`src/design/sfra_pkg.sv`:
```
// sfra_pkg: shared constants and types of the shared fork ring arbiter
// command codes, job kinds and the controller/datapath command and status structs
// no dependencies
`default_nettype none

package sfra_pkg;

  localparam int Seats      = 5;
  localparam int MaxResults = 2;

  localparam int CmdW  = 2;
  localparam int SeatW = 3;

  localparam logic [CmdW-1:0] CMD_REQUEST = 2'd0;
  localparam logic [CmdW-1:0] CMD_RELEASE = 2'd1;
  localparam logic [CmdW-1:0] CMD_TOGGLE  = 2'd2;

  // work that follows an accepted command
  localparam logic [1:0] KIND_NONE = 2'd0;
  localparam logic [1:0] KIND_REQ  = 2'd1;
  localparam logic [1:0] KIND_REL  = 2'd2;
  localparam logic [1:0] KIND_SCAN = 2'd3;

  typedef struct packed {
    logic       start;
    logic       try_en;
    logic [1:0] mode;
    logic       flush_en;
  } ctrl_cmd_t;

  typedef struct packed {
    logic [1:0] kind;
    logic       stall;
    logic       flush_done;
  } dp_status_t;

endpackage

`default_nettype wire

```
`src/design/sfra_ctrl.sv`:
```
// sfra_ctrl: controller state machine of the shared fork ring arbiter
// sequences the candidate seats of one command; depends on sfra_pkg
`default_nettype none

module sfra_ctrl #(
  parameter int SEATS = sfra_pkg::Seats,
  parameter int SW    = $clog2(SEATS)
) (
  input  wire                     clk,
  input  wire                     rst_n,
  input  wire                     in_valid,
  output logic                    in_ready,
  input  sfra_pkg::dp_status_t    status,
  output sfra_pkg::ctrl_cmd_t     cmd,
  output logic [SW-1:0]           step
);
  import sfra_pkg::*;

  localparam logic [1:0] ST_IDLE  = 2'd0;
  localparam logic [1:0] ST_TRY   = 2'd1;
  localparam logic [1:0] ST_FLUSH = 2'd2;

  logic [1:0]    state_r, state_nxt;
  logic [1:0]    mode_r, mode_nxt;
  logic [SW-1:0] step_r, step_nxt;
  logic          last_step;

  always_comb begin
    case (mode_r)
      KIND_REL:  last_step = (step_r == SW'(1));
      KIND_SCAN: last_step = (step_r == SW'(SEATS - 1));
      default:   last_step = 1'b1;
    endcase
  end

  always_comb begin
    state_nxt    = state_r;
    mode_nxt     = mode_r;
    step_nxt     = step_r;
    in_ready     = 1'b0;
    cmd.start    = 1'b0;
    cmd.try_en   = 1'b0;
    cmd.flush_en = 1'b0;
    cmd.mode     = mode_r;
    case (state_r)
      ST_IDLE: begin
        in_ready  = 1'b1;
        cmd.start = in_valid;
        if (in_valid && status.kind != KIND_NONE) begin
          state_nxt = ST_TRY;
          mode_nxt  = status.kind;
          step_nxt  = '0;
        end
      end
      ST_TRY: begin
        cmd.try_en = 1'b1;
        if (!status.stall) begin
          if (last_step) begin
            state_nxt = ST_FLUSH;
          end else begin
            step_nxt = step_r + SW'(1);
          end
        end
      end
      ST_FLUSH: begin
        cmd.flush_en = 1'b1;
        if (status.flush_done) begin
          state_nxt = ST_IDLE;
        end
      end
      default: begin
        state_nxt = ST_IDLE;
      end
    endcase
  end

  assign step = step_r;

  always_ff @(posedge clk) begin
    if (!rst_n) begin
      state_r <= ST_IDLE;
      mode_r  <= KIND_NONE;
      step_r  <= '0;
    end else begin
      state_r <= state_nxt;
      mode_r  <= mode_nxt;
      step_r  <= step_nxt;
    end
  end

endmodule

`default_nettype wire

```
`src/design/sfra_datapath.sv`:
```
// sfra_datapath: fork, waiting and pause state, grant check and result register
// one grant is held back so the last one of a command can be flagged; depends on sfra_pkg
`default_nettype none

module sfra_datapath #(
  parameter int SEATS = sfra_pkg::Seats,
  parameter int SW    = $clog2(SEATS)
) (
  input  wire                            clk,
  input  wire                            rst_n,
  input  wire [sfra_pkg::CmdW-1:0]       in_command,
  input  wire [sfra_pkg::SeatW-1:0]      in_seat,
  input  sfra_pkg::ctrl_cmd_t            cmd,
  input  wire [SW-1:0]                   step,
  output sfra_pkg::dp_status_t           status,
  output logic                           out_valid,
  input  wire                            out_ready,
  output logic [sfra_pkg::SeatW-1:0]     out_granted_seat,
  output logic                           out_last_grant
);
  import sfra_pkg::*;

  localparam int CntW = $clog2(MaxResults + 1);
  localparam logic [SW-1:0] TopSeat = SW'(SEATS - 1);

  logic [SEATS-1:0] fork_used_r, fork_used_nxt;
  logic [SEATS-1:0] waiting_r, waiting_nxt;
  logic             paused_r, paused_nxt;
  logic [SW-1:0]    seat_r;
  logic [CntW-1:0]  count_r, count_nxt;
  logic             pend_valid_r, pend_valid_nxt;
  logic [SW-1:0]    pend_seat_r, pend_seat_nxt;
  logic             out_valid_r, out_valid_nxt;
  logic [SW-1:0]    out_seat_r, out_seat_nxt;
  logic             out_last_r, out_last_nxt;

  logic          in_range;
  logic [SW-1:0] in_idx, in_up;
  logic [SW-1:0] cand, cand_up, seat_lo, seat_up;
  logic          need_wait, grant_ok, out_free;

  assign in_range = (32'(in_seat) < SEATS);
  assign in_idx   = SW'(in_seat);
  assign in_up    = (in_idx == TopSeat) ? '0 : in_idx + SW'(1);

  assign seat_lo = (seat_r == '0) ? TopSeat : seat_r - SW'(1);
  assign seat_up = (seat_r == TopSeat) ? '0 : seat_r + SW'(1);

  always_comb begin
    case (cmd.mode)
      KIND_REL: begin
        cand      = (step == '0) ? seat_lo : seat_up;
        need_wait = 1'b1;
      end
      KIND_SCAN: begin
        cand      = step;
        need_wait = 1'b1;
      end
      default: begin
        cand      = seat_r;
        need_wait = 1'b0;
      end
    endcase
  end

  assign cand_up  = (cand == TopSeat) ? '0 : cand + SW'(1);
  assign grant_ok = (count_r < CntW'(MaxResults)) && (!need_wait || waiting_r[cand]) &&
                    !fork_used_r[cand] && !fork_used_r[cand_up];
  assign out_free = !out_valid_r || out_ready;

  // decode of the command on the input port, used in the idle cycle, and the stall and flush status
  always_comb begin
    status.kind       = KIND_NONE;
    // a second grant must push the held one out first
    status.stall      = grant_ok && pend_valid_r && !out_free;
    status.flush_done = !pend_valid_r || out_free;
    case (in_command)
      CMD_REQUEST: begin
        if (in_range && !waiting_r[in_idx] && !paused_r) status.kind = KIND_REQ;
      end
      CMD_RELEASE: begin
        if (in_range && !paused_r) status.kind = KIND_REL;
      end
      CMD_TOGGLE: begin
        if (paused_r) status.kind = KIND_SCAN;
      end
      default: begin
        status.kind = KIND_NONE;
      end
    endcase
  end

  always_comb begin
    fork_used_nxt  = fork_used_r;
    waiting_nxt    = waiting_r;
    paused_nxt     = paused_r;
    count_nxt      = count_r;
    pend_valid_nxt = pend_valid_r;
    pend_seat_nxt  = pend_seat_r;
    out_valid_nxt  = out_valid_r && !out_ready;
    out_seat_nxt   = out_seat_r;
    out_last_nxt   = out_last_r;

    if (cmd.start) begin
      count_nxt = '0;
      case (in_command)
        CMD_REQUEST: begin
          if (in_range && !waiting_r[in_idx] && paused_r) waiting_nxt[in_idx] = 1'b1;
        end
        CMD_RELEASE: begin
          if (in_range) begin
            fork_used_nxt[in_idx] = 1'b0;
            fork_used_nxt[in_up]  = 1'b0;
          end
        end
        CMD_TOGGLE: begin
          paused_nxt = !paused_r;
        end
        default: begin
          paused_nxt = paused_r;
        end
      endcase
    end

    if (cmd.try_en && !status.stall) begin
      if (grant_ok) begin
        fork_used_nxt[cand]    = 1'b1;
        fork_used_nxt[cand_up] = 1'b1;
        waiting_nxt[cand]      = 1'b0;
        count_nxt              = count_r + CntW'(1);
        if (pend_valid_r) begin
          out_valid_nxt = 1'b1;
          out_seat_nxt  = pend_seat_r;
          out_last_nxt  = 1'b0;
        end
        pend_valid_nxt = 1'b1;
        pend_seat_nxt  = cand;
      end else if (cmd.mode == KIND_REQ) begin
        waiting_nxt[cand] = 1'b1;
      end
    end

    if (cmd.flush_en && pend_valid_r && out_free) begin
      out_valid_nxt  = 1'b1;
      out_seat_nxt   = pend_seat_r;
      out_last_nxt   = 1'b1;
      pend_valid_nxt = 1'b0;
    end
  end

  always_ff @(posedge clk) begin
    if (!rst_n) begin
      fork_used_r  <= '0;
      waiting_r    <= '0;
      paused_r     <= 1'b0;
      count_r      <= '0;
      pend_valid_r <= 1'b0;
      out_valid_r  <= 1'b0;
    end else begin
      fork_used_r  <= fork_used_nxt;
      waiting_r    <= waiting_nxt;
      paused_r     <= paused_nxt;
      count_r      <= count_nxt;
      pend_valid_r <= pend_valid_nxt;
      out_valid_r  <= out_valid_nxt;
    end
  end

  always_ff @(posedge clk) begin
    if (cmd.start) seat_r <= in_idx;
    pend_seat_r <= pend_seat_nxt;
    out_seat_r  <= out_seat_nxt;
    out_last_r  <= out_last_nxt;
  end

  assign out_valid        = out_valid_r;
  assign out_granted_seat = SeatW'(out_seat_r);
  assign out_last_grant   = out_last_r;

endmodule

`default_nettype wire

```
`src/design/shared_fork_ring_arbiter.sv`:
```
// shared_fork_ring_arbiter: top level of the ring fork arbiter
// joins sfra_ctrl and sfra_datapath; depends on sfra_pkg
//
// usage:
//   input channel in_valid/in_ready carries in_command (request, release,
//   toggle pause) and in_seat. output channel out_valid/out_ready carries
//   one transfer per grant: out_granted_seat and out_last_grant, the latter
//   set on the last grant caused by one command.
// timing:
//   a command is taken in the idle cycle, then the controller tries one
//   candidate seat per cycle unless stalled: one for a request, two for a
//   release and SEATS for a resume scan, then a flush state sends out the
//   held grant, if any. commands that cause no work stay in the idle state.
//   the first grant of a command passes the held-grant register and the
//   output register before it appears.
// reset:
//   rst_n low frees all forks, clears all waiting bits and the pause flag.
// stall:
//   one grant waits in the output register while the next is held inside;
//   a third one holds the candidate loop until the receiver takes a result.
`default_nettype none

module shared_fork_ring_arbiter #(
  parameter int SEATS = sfra_pkg::Seats
) (
  input  wire                          clk,
  input  wire                          rst_n,
  input  wire                          in_valid,
  output logic                         in_ready,
  input  wire [sfra_pkg::CmdW-1:0]     in_command,
  input  wire [sfra_pkg::SeatW-1:0]    in_seat,
  output logic                         out_valid,
  input  wire                          out_ready,
  output logic [sfra_pkg::SeatW-1:0]   out_granted_seat,
  output logic                         out_last_grant
);
  import sfra_pkg::*;

  localparam int SW = $clog2(SEATS);

  ctrl_cmd_t     cmd;
  dp_status_t    status;
  logic [SW-1:0] step;

  sfra_ctrl #(
    .SEATS (SEATS),
    .SW    (SW)
  ) u_ctrl (
    .clk      (clk),
    .rst_n    (rst_n),
    .in_valid (in_valid),
    .in_ready (in_ready),
    .status   (status),
    .cmd      (cmd),
    .step     (step)
  );

  sfra_datapath #(
    .SEATS (SEATS),
    .SW    (SW)
  ) u_datapath (
    .clk              (clk),
    .rst_n            (rst_n),
    .in_command       (in_command),
    .in_seat          (in_seat),
    .cmd              (cmd),
    .step             (step),
    .status           (status),
    .out_valid        (out_valid),
    .out_ready        (out_ready),
    .out_granted_seat (out_granted_seat),
    .out_last_grant   (out_last_grant)
  );

endmodule

`default_nettype wire
```
`config.mk`:
```
export PLATFORM = sky130hd
export DESIGN_NAME = shared_fork_ring_arbiter
export DESIGN_NICKNAME = d
export VERILOG_FILES = /design/src/design/sfra_pkg.sv /design/src/design/sfra_ctrl.sv /design/src/design/sfra_datapath.sv /design/src/design/shared_fork_ring_arbiter.sv
export SDC_FILE = /design/constraint.sdc
export NUM_CORES = 1
export LEC_CHECK = 0
export ABC_AREA = 0
export BUFFER_PORTS_ARGS = -buffer_cell sky130_fd_sc_hd__buf_2
export CORE_AREA = 10 10 75 77
export CTS_BUF_LIST = sky130_fd_sc_hd__clkbuf_2
export DETAILED_ROUTE_END_ITERATION = 10
export DIE_AREA = 0 0 85 87
export PLACE_DENSITY = 0.76
export SLEW_MARGIN = 25
export SYNTH_ARGS = -nofsm -noshare
export SYNTH_HDL_FRONTEND = slang
export SYNTH_SLANG_ARGS = --single-unit
```
`constraint.sdc`:
```
create_clock -name clk -period 4.3 [get_ports clk]
set_clock_uncertainty 0.2 [all_clocks]
set_input_delay 0 -clock clk [delete_from_list [all_inputs] [get_ports clk]]
set_output_delay 0 -clock clk [all_outputs]
set_load 0.03 [all_outputs]
```
==> impl_metrics.env <==
export IMPL_cts_sinks=32
export IMPL_synth_xor_xnor_area_share_pct=0.765
export IMPL_synth_compound_area_share_pct=27.9
export IMPL_crit_family="simple AND/OR/NAND/NOR gates"
export IMPL_drt_wl_total_um=6140
export IMPL_finalSetupViolCount=0
export IMPL_hold_viol_final=0
export IMPL_fin_crit_sh_pct=92.4
export IMPL_hp_start="u_datapath.pend_seat_r[0]"
export IMPL_synth_seq_cells=32
export IMPL_yosys_area_share_simple_pct=23.8
export IMPL_synth_edff_count=9
export IMPL_dp_hpwl_um=4540
export IMPL_max_freq_mhz=252
export IMPL_crit_path_start_kind="flop"
export IMPL_drv_cap=0
export IMPL_via_per_inst=6.30
export IMPL_track_usage_pct=16.8
export IMPL_ys_flop_type="dfxtp_1"
export IMPL_path_buf_inv=3
export IMPL_diodes=0
export IMPL_syn_cell_area_mm2=0.00229
export IMPL_grt_first_pass_wirelength_um=10300
export IMPL_setup_tns_final_ns=0
export IMPL_synth_area_per_cell_um2=8.41
export IMPL_cts_buffers_inserted=5
export IMPL_die_area_mm2=0.00740
export IMPL_stdcell_count=350
export IMPL_fin_hold_ws_ns=0.232
export IMPL_grt_setup_unrepaired="no"
export IMPL_htreeDepth=2
export IMPL_num_rows=24
export IMPL_timing_rr_end="u_ctrl.step[2]"
export IMPL_port_buffer_count=14
export IMPL_cp_max_fo=6
export IMPL_drc_errors=0
export IMPL_ys_types=59
export IMPL_async_flop_share_pct=0
export IMPL_holdPathEnd="u_datapath.out_granted_seat[0]"
export IMPL_path_class="flop to flop"
export IMPL_routedWlPerCell_um=17.6
export IMPL_power_density_mw_per_mm2=267
export IMPL_clockBufferDepth=2
export IMPL_cts_root_buf="clkbuf_2"
export IMPL_grt_max_degree=20
export IMPL_yosysWarningCount=0
export IMPL_final_seq_area_um2=731
export IMPL_synth_top_family_by_area="compound AO/OA/AOI/OAI gates"
export IMPL_min_path_cells=0
export IMPL_first_pass_iters=5
export IMPL_cts_tree="built"
export IMPL_ys_seq_area_share_pct=31.9
export IMPL_fin_crit_ns=3.97
export IMPL_worstMarginPinSlew_ns=0.546
export IMPL_io_pins=15
export IMPL_ant_nets=0
export IMPL_p_leak_nw=1.00
export IMPL_fin_nets=317
export IMPL_worst_r2r_setup_slack_ns=0.33
export IMPL_crit_path_end_kind="flop"
export IMPL_slowest_stage="or4_4"
export IMPL_min_path_type="flop to flop"
export IMPL_slew_headroom_pct=63.5
export IMPL_multiInputGateArea_mm2=0.00143
export IMPL_drtIter0Drc=195
export IMPL_area_growth_pct=12.5
export IMPL_syn_instance_count=272
export IMPL_antenna_found_initial=0
export IMPL_cts_clk_slew_worst_paths_ns=0.17
export IMPL_arrival_ns=4.07
export IMPL_coreArea_mm2=0.00423
export IMPL_cp_cell_sequence="inv_1, ha_1, nand2_1, o211ai_1, and2_2, inv_2, ha_1, inv_1, and3_1, o211ai_1, o2111ai_2, or4_4, and4_4, o211a_1"
export IMPL_ir_drop_v=0.000187
export IMPL_muxShareOfSynthArea_pct=3.55
export IMPL_drv_slew=0
export IMPL_drive_gt1_share_pct=13.8
export IMPL_clk_latency_ns=0.38
export IMPL_r2r_start="u_datapath.seat_r[0]"
export IMPL_placed_cells=334
export IMPL_vias=2204
export IMPL_fill_cells=374
export IMPL_gp_congestion=0.937
export IMPL_r2r_cells=14
export IMPL_die_w_um=85
export IMPL_status="finished, final reports clean"
export IMPL_grt_overflow_total=0
export IMPL_crit_required_ns=4.40
export IMPL_max_stage_delay_ns=0.58
export IMPL_start_util_pct=54.0
export IMPL_dieHeight_um=87
export IMPL_synth_fa_ha_area_share_pct=6.01
export IMPL_final_util_pct=60.8
export IMPL_synth_nets=292
export IMPL_grt_pass1_vias=2099
synth_stat cells (2+ instances only):
| cell | instances | share of area (%) |
|---|---|---|
| edfxtp_1 | 9 | 12 |
| and3_1 | 4 | 1.1 |
| nor4_4 | 2 | 1.9 |
| nand3b_1 | 5 | 1.6 |
| nand2b_1 | 6 | 1.6 |
| inv_1 | 21 | 3.4 |
| nand4b_1 | 2 | 0.77 |
| ha_1 | 11 | 6.0 |
| a32o_1 | 3 | 1.3 |
| or3_1 | 4 | 1.1 |
| a31oi_1 | 6 | 1.6 |
| inv_2 | 2 | 0.33 |
| nor3b_1 | 3 | 0.98 |
| mux2i_1 | 7 | 3.1 |
| nor3_1 | 4 | 0.87 |
| dfxtp_1 | 23 | 20 |
| a21oi_1 | 15 | 3.3 |
| o21ai_1 | 5 | 1.1 |
| buf_2 | 3 | 0.66 |
| a21o_1 | 2 | 0.66 |
| nand2_1 | 19 | 3.1 |
| clkbuf_1 | 6 | 0.98 |
| a2111oi_0 | 2 | 0.77 |
| nor2b_1 | 6 | 1.6 |
| a22oi_1 | 6 | 2.0 |
| and2_1 | 3 | 0.82 |
| a211oi_1 | 4 | 1.3 |
| o21ai_0 | 18 | 3.9 |
| o31ai_1 | 6 | 2.0 |
| o211ai_1 | 4 | 1.3 |
| nor2_1 | 19 | 3.1 |
| nand3_1 | 10 | 2.2 |
| o211a_1 | 6 | 2.6 |
sequential cells by signal, summed over array words and instances (netlist names):
| name | flops |
|---|---|
| u_datapath.out_granted_seat | 3 |
| u_ctrl.mode_r | 2 |
| u_datapath.fork_used_r | 5 |
| u_ctrl.step | 3 |
| u_ctrl.state_r | 2 |
| u_datapath.count_r | 2 |
| u_datapath.out_valid | 1 |
| u_datapath.waiting_r | 5 |
| u_datapath.paused_r | 1 |
| u_datapath.pend_valid_r | 1 |
| u_datapath.out_last_grant | 1 |
| u_datapath.seat_r | 3 |
| u_datapath.pend_seat_r | 3 |
stage by stage:
step / area, um2 / setup slack, ns / power [mW]
3_3_place_gp: 2420 / 0.346 / 0.480
2_1_floorplan: 2290 / 0.229 / 0.441
5_1_grt: 2570 / 0.0618 / 0.718
3_5_place_dp: 2420 / 0.256 / 0.480
4_1_cts: 2570 / 0.224 / 0.682
6_report: 2570 / 0.326 / 0.686
worst register-to-register path, cell delays in order, from the launching register on:
cell and delay, ns:
edfxtp_1 0.46, inv_1 0.12, ha_1 0.25, nand2_1 0.14
o211ai_1 0.32, and2_2 0.27, inv_2 0.05, ha_1 0.35
inv_1 0.15, and3_1 0.17, o211ai_1 0.19, o2111ai_2 0.24
or4_4 0.58, and4_4 0.21, o211a_1 0.21
timing repair:
action                                 CTS  global route
gates resized for setup                  0             2
setup endpoints to repair                0             5
endpoints found under the hold margin   18             0
hold buffers                             8             0
setup buffers                            0             0
worst max path at each step:
stage	startpoint	end	slack [ns]	depth (start not counted)
6_report	u_datapath.seat_r[0]	u_ctrl.step[2]	0.33	14
5_1_grt	u_datapath.seat_r[0]	u_datapath.out_granted_seat[2]	0.06	15
4_1_cts	u_datapath.seat_r[0]	u_datapath.out_granted_seat[2]	0.22	15
3_5_place_dp	u_datapath.seat_r[0]	u_datapath.out_granted_seat[1]	0.26	15
3_3_place_gp	u_datapath.seat_r[0]	u_datapath.out_granted_seat[1]	0.35	15
2_1_floorplan	u_ctrl.mode_r[1]	u_datapath.out_granted_seat[0]	0.23	18
layer usage:
layer  vias up  wire length (um)  track usage [%]
li1       1071                 -                -
met1      1032              2770             21.7
met2        89              2910             26.7
met3        12               327             2.72
met4         0               132             7.78
met5         -                 0                0
cell usage in the layout (no fill, tap or decap), drive strengths merged, types with 6 or more instances in the layout:
master	count
a21oi	16
a22oi	7
a31oi	6
buf	21
dfxtp	23
dlygate4sd3	8
edfxtp	9
ha	11
inv	23
mux2i	7
nand2	20
nand2b	6
nand3	10
nor2	19
nor2b	6
o211a	6
o21ai	23
o31ai	6
final cells by class:
class,instances,area share [%]
tap,52,2.53
multi-input combinational,206,55.4
timing repair buffer,29,7.88
inverter,23,3.35
clock inverter,3,1.46
sequential,32,28.4
clock buffer,5,0.972
cells by family after synthesis:
group / count (synthesis)
compound gates: 91
xor+xnor: 2
fa+ha+maj: 11
buf+inv: 34
flops: 32
mux: 8
simple gates: 94
report_power, final:
| part | switching (mW) | internal [mW] |
|---|---|---|
| clock network | 0.107 | 0.0948 |
| logic | 0.0987 | 0.0588 |
| registers | 0.00780 | 0.319 |
No activity file was read; power rests on OpenSTA's default activity.
